`config.mk`:
```
export PLATFORM = sky130hd
export DESIGN_NAME = ordered_list_append_delete_find
export DESIGN_NICKNAME = d
export VERILOG_FILES = /design/src/rtl/core/olist_pkg.sv /design/src/rtl/core/olist_ram.sv /design/src/rtl/core/olist_front.sv /design/src/rtl/core/olist_back.sv /design/src/rtl/core/ordered_list_append_delete_find.sv
export SDC_FILE = /design/constraint.sdc
export NUM_CORES = 2
export LEC_CHECK = 0
export ABC_AREA = 0
export BUFFER_PORTS_ARGS = -buffer_cell sky130_fd_sc_hd__buf_4
export CAP_MARGIN = 5
export CORE_ASPECT_RATIO = 0.75
export CORE_UTILIZATION = 35
export DETAILED_ROUTE_END_ITERATION = 10
export GPL_TIMING_DRIVEN = 0
export SLEW_MARGIN = 25
export SYNTH_ARGS = -nofsm -noshare
export SYNTH_HDL_FRONTEND = slang
export SYNTH_SLANG_ARGS = --single-unit
```
`constraint.sdc`:
```
create_clock -name clk_i -period 4.7 [get_ports clk_i]
set_input_delay 0.47 -clock clk_i [delete_from_list [all_inputs] [get_ports clk_i]]
set_output_delay 0.47 -clock clk_i [all_outputs]
set_load 0.005 [all_outputs]
```
`src/rtl/core/olist_pkg.sv`:
```
// Shared types and codes for the ordered list block.
// Request and response payloads, internal queue item, status codes.
// No dependencies.
`timescale 1ns / 1ps

package olist_pkg;

  localparam logic [1:0] KIND_APPEND = 2'd0;
  localparam logic [1:0] KIND_DELETE = 2'd1;
  localparam logic [1:0] KIND_FIND   = 2'd2;

  localparam logic [1:0] STAT_DONE      = 2'd0;
  localparam logic [1:0] STAT_NOT_FOUND = 2'd1;
  localparam logic [1:0] STAT_FULL      = 2'd2;

  localparam int unsigned POS_W = 6;
  localparam int unsigned LEN_W = 7;

  typedef enum logic [1:0] {
    OP_APPEND,
    OP_DELETE,
    OP_FIND,
    OP_NOP
  } op_e;

  typedef enum logic [1:0] {
    BK_IDLE,
    BK_SCAN,
    BK_SHIFT,
    BK_RESULT
  } back_state_e;

  typedef struct packed {
    logic [1:0]         kind;
    logic signed [31:0] value;
  } req_t;

  typedef struct packed {
    logic [1:0]       status;
    logic [POS_W-1:0] position;
    logic [LEN_W-1:0] length;
  } rsp_t;

  typedef struct packed {
    op_e                op;
    logic signed [31:0] value;
  } item_t;

endpackage

```
`src/rtl/core/olist_ram.sv`:
```
// Generic single write port, single read port RAM with registered read.
// No dependencies.
`timescale 1ns / 1ps

module olist_ram #(
  parameter int unsigned WIDTH = 32,
  parameter int unsigned DEPTH = 64
) (
  input  logic                                   clk_i,
  input  logic                                   we_i,
  input  logic [((DEPTH > 1) ? $clog2(DEPTH) : 1)-1:0] waddr_i,
  input  logic [WIDTH-1:0]                       wdata_i,
  input  logic [((DEPTH > 1) ? $clog2(DEPTH) : 1)-1:0] raddr_i,
  output logic [WIDTH-1:0]                       rdata_o
);

  logic [WIDTH-1:0] mem_q [DEPTH];
  logic [WIDTH-1:0] rdata_q;

  always_ff @(posedge clk_i) begin
    if (we_i) begin
      mem_q[waddr_i] <= wdata_i;
    end
    rdata_q <= mem_q[raddr_i];
  end

  assign rdata_o = rdata_q;

endmodule

```
`src/rtl/core/olist_front.sv`:
```
// Front end: accepts requests, decodes the kind into an operation and
// holds them in a two-entry queue for the back end. Uses olist_pkg.
`timescale 1ns / 1ps

module olist_front (
  input  logic           clk_i,
  input  logic           rst_ni,
  input  logic           in_valid_i,
  output logic           in_stall_o,
  input  olist_pkg::req_t in_req_i,
  output logic           item_valid_o,
  input  logic           item_pop_i,
  output olist_pkg::item_t item_o
);

  import olist_pkg::*;

  item_t      slot_q [2];
  logic       wr_ptr_q, wr_ptr_d;
  logic       rd_ptr_q, rd_ptr_d;
  logic [1:0] fill_q, fill_d;
  logic       push;
  logic       pop;
  item_t      item_new;

  always_comb begin
    item_new.value = in_req_i.value;
    unique case (in_req_i.kind)
      KIND_APPEND: item_new.op = OP_APPEND;
      KIND_DELETE: item_new.op = OP_DELETE;
      KIND_FIND:   item_new.op = OP_FIND;
      default:     item_new.op = OP_NOP;
    endcase
  end

  assign in_stall_o   = (fill_q == 2'd2);
  assign item_valid_o = (fill_q != 2'd0);
  assign item_o       = slot_q[rd_ptr_q];
  assign push         = in_valid_i && !in_stall_o;
  assign pop          = item_pop_i && item_valid_o;

  always_comb begin
    wr_ptr_d = push ? !wr_ptr_q : wr_ptr_q;
    rd_ptr_d = pop ? !rd_ptr_q : rd_ptr_q;
    fill_d   = fill_q + {1'b0, push} - {1'b0, pop};
  end

  always_ff @(posedge clk_i or negedge rst_ni) begin
    if (!rst_ni) begin
      wr_ptr_q <= 1'b0;
      rd_ptr_q <= 1'b0;
      fill_q   <= 2'd0;
    end else begin
      wr_ptr_q <= wr_ptr_d;
      rd_ptr_q <= rd_ptr_d;
      fill_q   <= fill_d;
    end
  end

  always_ff @(posedge clk_i) begin
    if (push) begin
      slot_q[wr_ptr_q] <= item_new;
    end
  end

endmodule

```
`src/rtl/core/olist_back.sv`:
```
// Back end: carries out queued operations on the entry RAM and drives
// the response register. Uses olist_pkg and olist_ram.
`timescale 1ns / 1ps

module olist_back #(
  parameter int unsigned DEPTH = 64
) (
  input  logic             clk_i,
  input  logic             rst_ni,
  input  logic             item_valid_i,
  output logic             item_pop_o,
  input  olist_pkg::item_t item_i,
  output logic             out_valid_o,
  input  logic             out_stall_i,
  output olist_pkg::rsp_t  out_rsp_o
);

  import olist_pkg::*;

  localparam int unsigned AW = (DEPTH > 1) ? $clog2(DEPTH) : 1;
  localparam int unsigned CW = $clog2(DEPTH + 1);

  back_state_e        state_q, state_d;
  op_e                op_q, op_d;
  logic signed [31:0] val_q, val_d;
  logic [CW-1:0]      scan_q, scan_d;
  logic               cmp_valid_q, cmp_valid_d;
  logic [CW-1:0]      cmp_idx_q, cmp_idx_d;
  logic [AW-1:0]      pos_q, pos_d;
  logic [1:0]         st_q, st_d;
  logic [CW-1:0]      count_q, count_d;
  logic               out_valid_q, out_valid_d;
  rsp_t               out_q, out_d;

  logic               we;
  logic [AW-1:0]      waddr;
  logic [31:0]        wdata;
  logic [AW-1:0]      raddr;
  logic [31:0]        rdata;
  logic [CW-1:0]      last_idx;
  logic [AW+POS_W-1:0] pos_ext;
  logic [CW+LEN_W-1:0] len_ext;

  olist_ram #(
    .WIDTH (32),
    .DEPTH (DEPTH)
  ) u_entries (
    .clk_i   (clk_i),
    .we_i    (we),
    .waddr_i (waddr),
    .wdata_i (wdata),
    .raddr_i (raddr),
    .rdata_o (rdata)
  );

  assign last_idx = count_q - CW'(1);
  assign pos_ext  = {{POS_W{1'b0}}, pos_q};
  assign len_ext  = {{LEN_W{1'b0}}, count_q};

  always_comb begin
    state_d     = state_q;
    op_d        = op_q;
    val_d       = val_q;
    scan_d      = scan_q;
    cmp_valid_d = cmp_valid_q;
    cmp_idx_d   = cmp_idx_q;
    pos_d       = pos_q;
    st_d        = st_q;
    count_d     = count_q;
    out_valid_d = out_valid_q && out_stall_i;
    out_d       = out_q;
    item_pop_o  = 1'b0;
    we          = 1'b0;
    waddr       = cmp_idx_q[AW-1:0];
    wdata       = rdata;
    raddr       = scan_q[AW-1:0];

    unique case (state_q)
      BK_IDLE: begin
        if (item_valid_i) begin
          item_pop_o  = 1'b1;
          op_d        = item_i.op;
          val_d       = item_i.value;
          scan_d      = '0;
          cmp_valid_d = 1'b0;
          pos_d       = '0;
          st_d        = STAT_DONE;
          unique case (item_i.op)
            OP_APPEND: begin
              if (count_q == CW'(DEPTH)) begin
                st_d = STAT_FULL;
              end else begin
                we      = 1'b1;
                waddr   = count_q[AW-1:0];
                wdata   = item_i.value;
                pos_d   = count_q[AW-1:0];
                count_d = count_q + CW'(1);
              end
              state_d = BK_RESULT;
            end
            OP_DELETE, OP_FIND: begin
              if (count_q == '0) begin
                st_d    = STAT_NOT_FOUND;
                state_d = BK_RESULT;
              end else begin
                state_d = BK_SCAN;
              end
            end
            default: state_d = BK_RESULT;
          endcase
        end
      end
      BK_SCAN: begin
        priority if (cmp_valid_q && (rdata == val_q)) begin
          pos_d = cmp_idx_q[AW-1:0];
          if (op_q == OP_DELETE) begin
            scan_d      = cmp_idx_q + CW'(1);
            cmp_valid_d = 1'b0;
            state_d     = BK_SHIFT;
          end else begin
            state_d = BK_RESULT;
          end
        end else if (cmp_valid_q && (cmp_idx_q == last_idx)) begin
          st_d    = STAT_NOT_FOUND;
          state_d = BK_RESULT;
        end else begin
          cmp_valid_d = (scan_q < count_q);
          cmp_idx_d   = scan_q;
          if (scan_q < count_q) begin
            scan_d = scan_q + CW'(1);
          end
        end
      end
      BK_SHIFT: begin
        we = cmp_valid_q;
        if (scan_q < count_q) begin
          cmp_valid_d = 1'b1;
          cmp_idx_d   = scan_q - CW'(1);
          scan_d      = scan_q + CW'(1);
        end else begin
          cmp_valid_d = 1'b0;
          if (!cmp_valid_q) begin
            count_d = count_q - CW'(1);
            state_d = BK_RESULT;
          end
        end
      end
      BK_RESULT: begin
        if (!out_valid_q || !out_stall_i) begin
          out_valid_d    = 1'b1;
          out_d.status   = st_q;
          out_d.position = pos_ext[POS_W-1:0];
          out_d.length   = len_ext[LEN_W-1:0];
          state_d        = BK_IDLE;
        end
      end
      default: state_d = BK_IDLE;
    endcase
  end

  always_ff @(posedge clk_i or negedge rst_ni) begin
    if (!rst_ni) begin
      state_q     <= BK_IDLE;
      count_q     <= '0;
      out_valid_q <= 1'b0;
      cmp_valid_q <= 1'b0;
    end else begin
      state_q     <= state_d;
      count_q     <= count_d;
      out_valid_q <= out_valid_d;
      cmp_valid_q <= cmp_valid_d;
    end
  end

  always_ff @(posedge clk_i) begin
    op_q      <= op_d;
    val_q     <= val_d;
    scan_q    <= scan_d;
    cmp_idx_q <= cmp_idx_d;
    pos_q     <= pos_d;
    st_q      <= st_d;
    out_q     <= out_d;
  end

  assign out_valid_o = out_valid_q;
  assign out_rsp_o   = out_q;

endmodule

```
`src/rtl/core/ordered_list_append_delete_find.sv`:
```
// Channel   Direction  Payload                      Handshake
// request   in         req_t  {kind, value}         in_valid_i / in_stall_o
// response  out        rsp_t  {status, position,    out_valid_o / out_stall_i
//                              length}
//
// Append and unused kinds go from idle straight to the result state in the
// back end; find and delete scan the entry RAM one entry per cycle through
// its single read port, and delete then shifts later entries down likewise.
// A two-entry queue sits between front and back; the response register
// holds a result while out_stall_i is high. Reset empties the list at once.
// Top level of the ordered list block. Uses olist_pkg, olist_front, olist_back.
`timescale 1ns / 1ps

module ordered_list_append_delete_find #(
  parameter int unsigned DEPTH = 64
) (
  input  logic            clk_i,
  input  logic            rst_ni,
  input  logic            in_valid_i,
  output logic            in_stall_o,
  input  olist_pkg::req_t in_req_i,
  output logic            out_valid_o,
  input  logic            out_stall_i,
  output olist_pkg::rsp_t out_rsp_o
);

  import olist_pkg::*;

  item_t item;
  logic  item_valid;
  logic  item_pop;

  olist_front u_front (
    .clk_i        (clk_i),
    .rst_ni       (rst_ni),
    .in_valid_i   (in_valid_i),
    .in_stall_o   (in_stall_o),
    .in_req_i     (in_req_i),
    .item_valid_o (item_valid),
    .item_pop_i   (item_pop),
    .item_o       (item)
  );

  olist_back #(
    .DEPTH (DEPTH)
  ) u_back (
    .clk_i        (clk_i),
    .rst_ni       (rst_ni),
    .item_valid_i (item_valid),
    .item_pop_o   (item_pop),
    .item_i       (item),
    .out_valid_o  (out_valid_o),
    .out_stall_i  (out_stall_i),
    .out_rsp_o    (out_rsp_o)
  );

endmodule

```
==> impl_results.md <==
- Status: finished clean
- Final antenna-violating net count: 0
- Clk_lat worst skew: around 0.87 ns
- Worst slew margin: 0.246
- Pwr Density: between 300 and 400 nW/µm²
- Max_cap viols: 0
- Critical-path maximum fanout: 15
- Vias per cell: 5.61
- Final Cycle Share: 0.974
- Setup TNS Final: 0 ns
- Clock Tree Buf Depth: 4
- Asr flop ratio synth: 0.00671
- CP arrival: 5.11 ns
- Critical Path RT: 5.23 ns
- Placer Congestion: between 0.8 and 0.9
- Kind of critical path: reg -> reg
- Worst setup margin: 0.124 ns
- Most frequent cells in the layout: 2187 x edfxtp_1, 652 x mux4_2, 203 x clkbuf_16
- Cells after DPL: slightly above 7000
- RSZ-0062 raised after global routing: true
- Post-DP HPWL: ~160000 µm
- Drt total wl: 244000 µm
- First-pass DRT Iterations: 6
- WL/cell: 32.4 µm
- Synth unique cells: 59
- Post-synth EDFFs: around 2200
- H-tree depth: 4
- CTS tree: done
- GRT overflow: 0
- Largest net degree at the start of global routing: between 60 and 70
- Worst-Margin Slew: around 1.1 ns
- Syn_nets: 3675
- Critical Path End Type: flip-flop
- Iteration-0 DRC Markers: around 7000
- Total power: 38.6 mW
- Rows: 157
- Area grow syn2layout: 18.5%
- Sw Share: 0.195
- Slowest cell on the critical path: dfrtp_2
- Initial Util: 0.352
- DP Worst Slack: -1.47 ns
- Core Area: between 200000 and 250000 µm²
- CTS clk-pin slew, worst paths: roughly 0.07 ns
- Sw power: approximately 7.5 mW
- Clock sink count: approximately 2200
- Post-Syn Area: roughly 86000 µm²
- F_max: 0.219 GHz
- Vias: 42300
- Critical-path cell list: buf_2, mux2i_1, ha_2, o211ai_2, buf_2, buf_2, nand2_1, nand2b_1, nor2_4, buf_16, buf_12
- Nets: between 4000 and 5000
- Initial antenna violation count: 18
- Most frequent CP cell: buf_2
- Final min period: around 4.6 ns
- CTS buffer count: 201
- Startpoint types: flip-flop
- Synthesized instance count: 3617
- Syn Area/Cell: 23.8 µm²
- Global-route wire length before repair: 336000 µm
- Worst vdd ir: 0.000299 V
- Hold Fails Final Rpt: 0
- Slowest Stage Delay on Critical Path: 0.52 ns
- Count of input and output buffers: 52
- Primary FF master, synth: edfxtp_1
- P_int: 31.1 mW
- Die height: 431 µm
- DRC Markers: 0
- Combinational share of power: 0.009
- Hold WC Path Type: in -> async
- Setup Skew: 0.0384 ns
- Gr usage total: 0.195
- Leak: around 23 nW
- CTS Root Cell: clkbuf_16
- Register area share after synthesis: 0.776
- Final Setup Violations: 0
- Die width: 574 µm
- Non-filler cells in the finished layout: approximately 7500
- Slew Viols, Final: 0
- Most common cell after layout, fill and taps aside: edfxtp_1
- Io pins: 55
- Post-synthesis register bit count: 2234
- Sequential fraction of design power: 0.563
- Vias in the first global route: 41300
- Die Area: roughly 250000 µm²
- Yosys Warn Count: 0
- Fraction of layout cells with a size suffix above 1: 0.339
- Clock network power share: 0.428
state kept, by name, summed over array words and instances, names as in the netlist:
name	count
u_back.state_q	2
u_back.cmp_idx_q	7
u_back.val_q	32
u_back.cmp_valid_q	1
u_back.u_entries.rdata_o	32
u_back.op_q	2
u_front.slot_q	68
u_back.u_entries.mem_q	2048
u_front.wr_ptr_q	1
u_front.rd_ptr_q	1
u_front.fill_q	2
u_back.out_valid_o	1
u_back.scan_q	7
u_back.count_q	7
u_back.pos_q	6
u_back.st_q	2
u_back.out_rsp_o	15
layer usage:
layer / up-vias / track usage / share of wire
met5: - / 0 / 0.00025
met4: 8 / 0.0420 / 0.023
met3: 335 / 0.0679 / 0.13
li1: 16400 / - / -
met1: 23000 / 0.287 / 0.42
met2: 2557 / 0.280 / 0.43
worst paths after layout:
path,start,endpoint,slack [ns],cells after the start
worst min-delay path,rst_ni,u_back.count_q[2]$_DFFE_PN0P_,0.1,2
worst max register to register,u_front.rd_ptr_q$_DFFE_PN0P_,u_back.u_entries.mem_q[0][13]$_DFFE_PP_,0.12,11
max in group asynchronous,rst_ni,u_front.rd_ptr_q$_DFFE_PN0P_,4.39,2
worst min register to register,u_back.pos_q[1]$_DFFE_PP_,u_back.out_rsp_o[8]$_DFFE_PP_,0.42,0
min in group clk_i,in_req_i[20],u_front.slot_q[1][20]$_DFFE_PP_,0.33,2
worst max-delay path,u_front.rd_ptr_q$_DFFE_PN0P_,u_back.u_entries.mem_q[0][13]$_DFFE_PP_,0.12,11
layout make-up:
class / instances / area (µm²)
inverter: 30 / 113
tap: 3259 / 4080
sequential: 2234 / 66700
antenna: 7 / 17.5
multi-input combinational: 1172 / 19000
clock inverter: 101 / 1070
timing repair buffer: 291 / 4680
fill: 20800 / 142000
buffer: 179 / 850
clock buffer: 259 / 5360
synth_stat cells (17+ instances only):
library cell / number / area, µm²
inv_1: 27 / 101
nand2b_1: 19 / 119
xnor2_1: 54 / 473
nand3_1: 18 / 90.1
nand4_1: 17 / 106
buf_2: 63 / 315
mux2i_1: 31 / 310
nor2_1: 88 / 330
buf_1: 17 / 63.8
a21oi_1: 26 / 130
dfxtp_1: 32 / 641
mux2_2: 65 / 732
clkbuf_1: 91 / 342
edfxtp_1: 2187 / 65700
nand2_1: 56 / 210
mux4_2: 652 / 14700
ha_1: 20 / 250
power by group through the flow:
stage | sequential (mW) | combinational, mW | clock (mW)
final | 21.7 | 0.340 | 16.5
after global routing | 21.8 | 0.365 | 17.5
after CTS | 21.8 | 0.349 | 16.7
after detailed placement | 22.2 | 0.323 | 0
after global placement | 22.2 | 0.283 | 0
after floorplan | 22.2 | 0.152 | 0
cell families after synthesis:
group | share of synthesized area
buffers and inverters | 0.0108
adders and majority gates | 0.00291
and+or+nand+nor | 0.0131
AOI/OAI and AO/OA | 0.00772
xor gates and xnor gates | 0.00652
DFF | 0.776
muxes | 0.183
through the flow:
| stage | instance area, µm² | hold WS [ns] | utilization |
|---|---|---|---|
| 2_1_floorplan | 85900 | 0.174 | - |
| 3_3_place_gp | 90400 | 0.344 | 0.370 |
| 3_5_place_dp | 94300 | 0.350 | 0.386 |
| 4_1_cts | 102000 | 0.0749 | 0.417 |
| 5_1_grt | 102000 | 0.0564 | 0.417 |
| 6_report | 102000 | 0.0954 | 0.417 |
worst max-delay path, delay by kind of cell (launching register included):
family	cells	cell delay, ns
buffers and inverters	5	1.36
adder cells (fa/ha/maj)	1	0.39
AND/OR/NAND/NOR	3	1.37
multiplexers	1	0.30
flip-flops	1	0.52
AO/OA/AOI/OAI	1	0.25
repair_timing:
action	in CTS	in global routing
hold buffers	37	0
buffers inserted	57	9
setup endpoints to repair	2432	352
hold endpoints to repair	85	0
resized for setup	20	1
pin swaps	41	7
No activity file was read; power rests on OpenSTA's default activity.
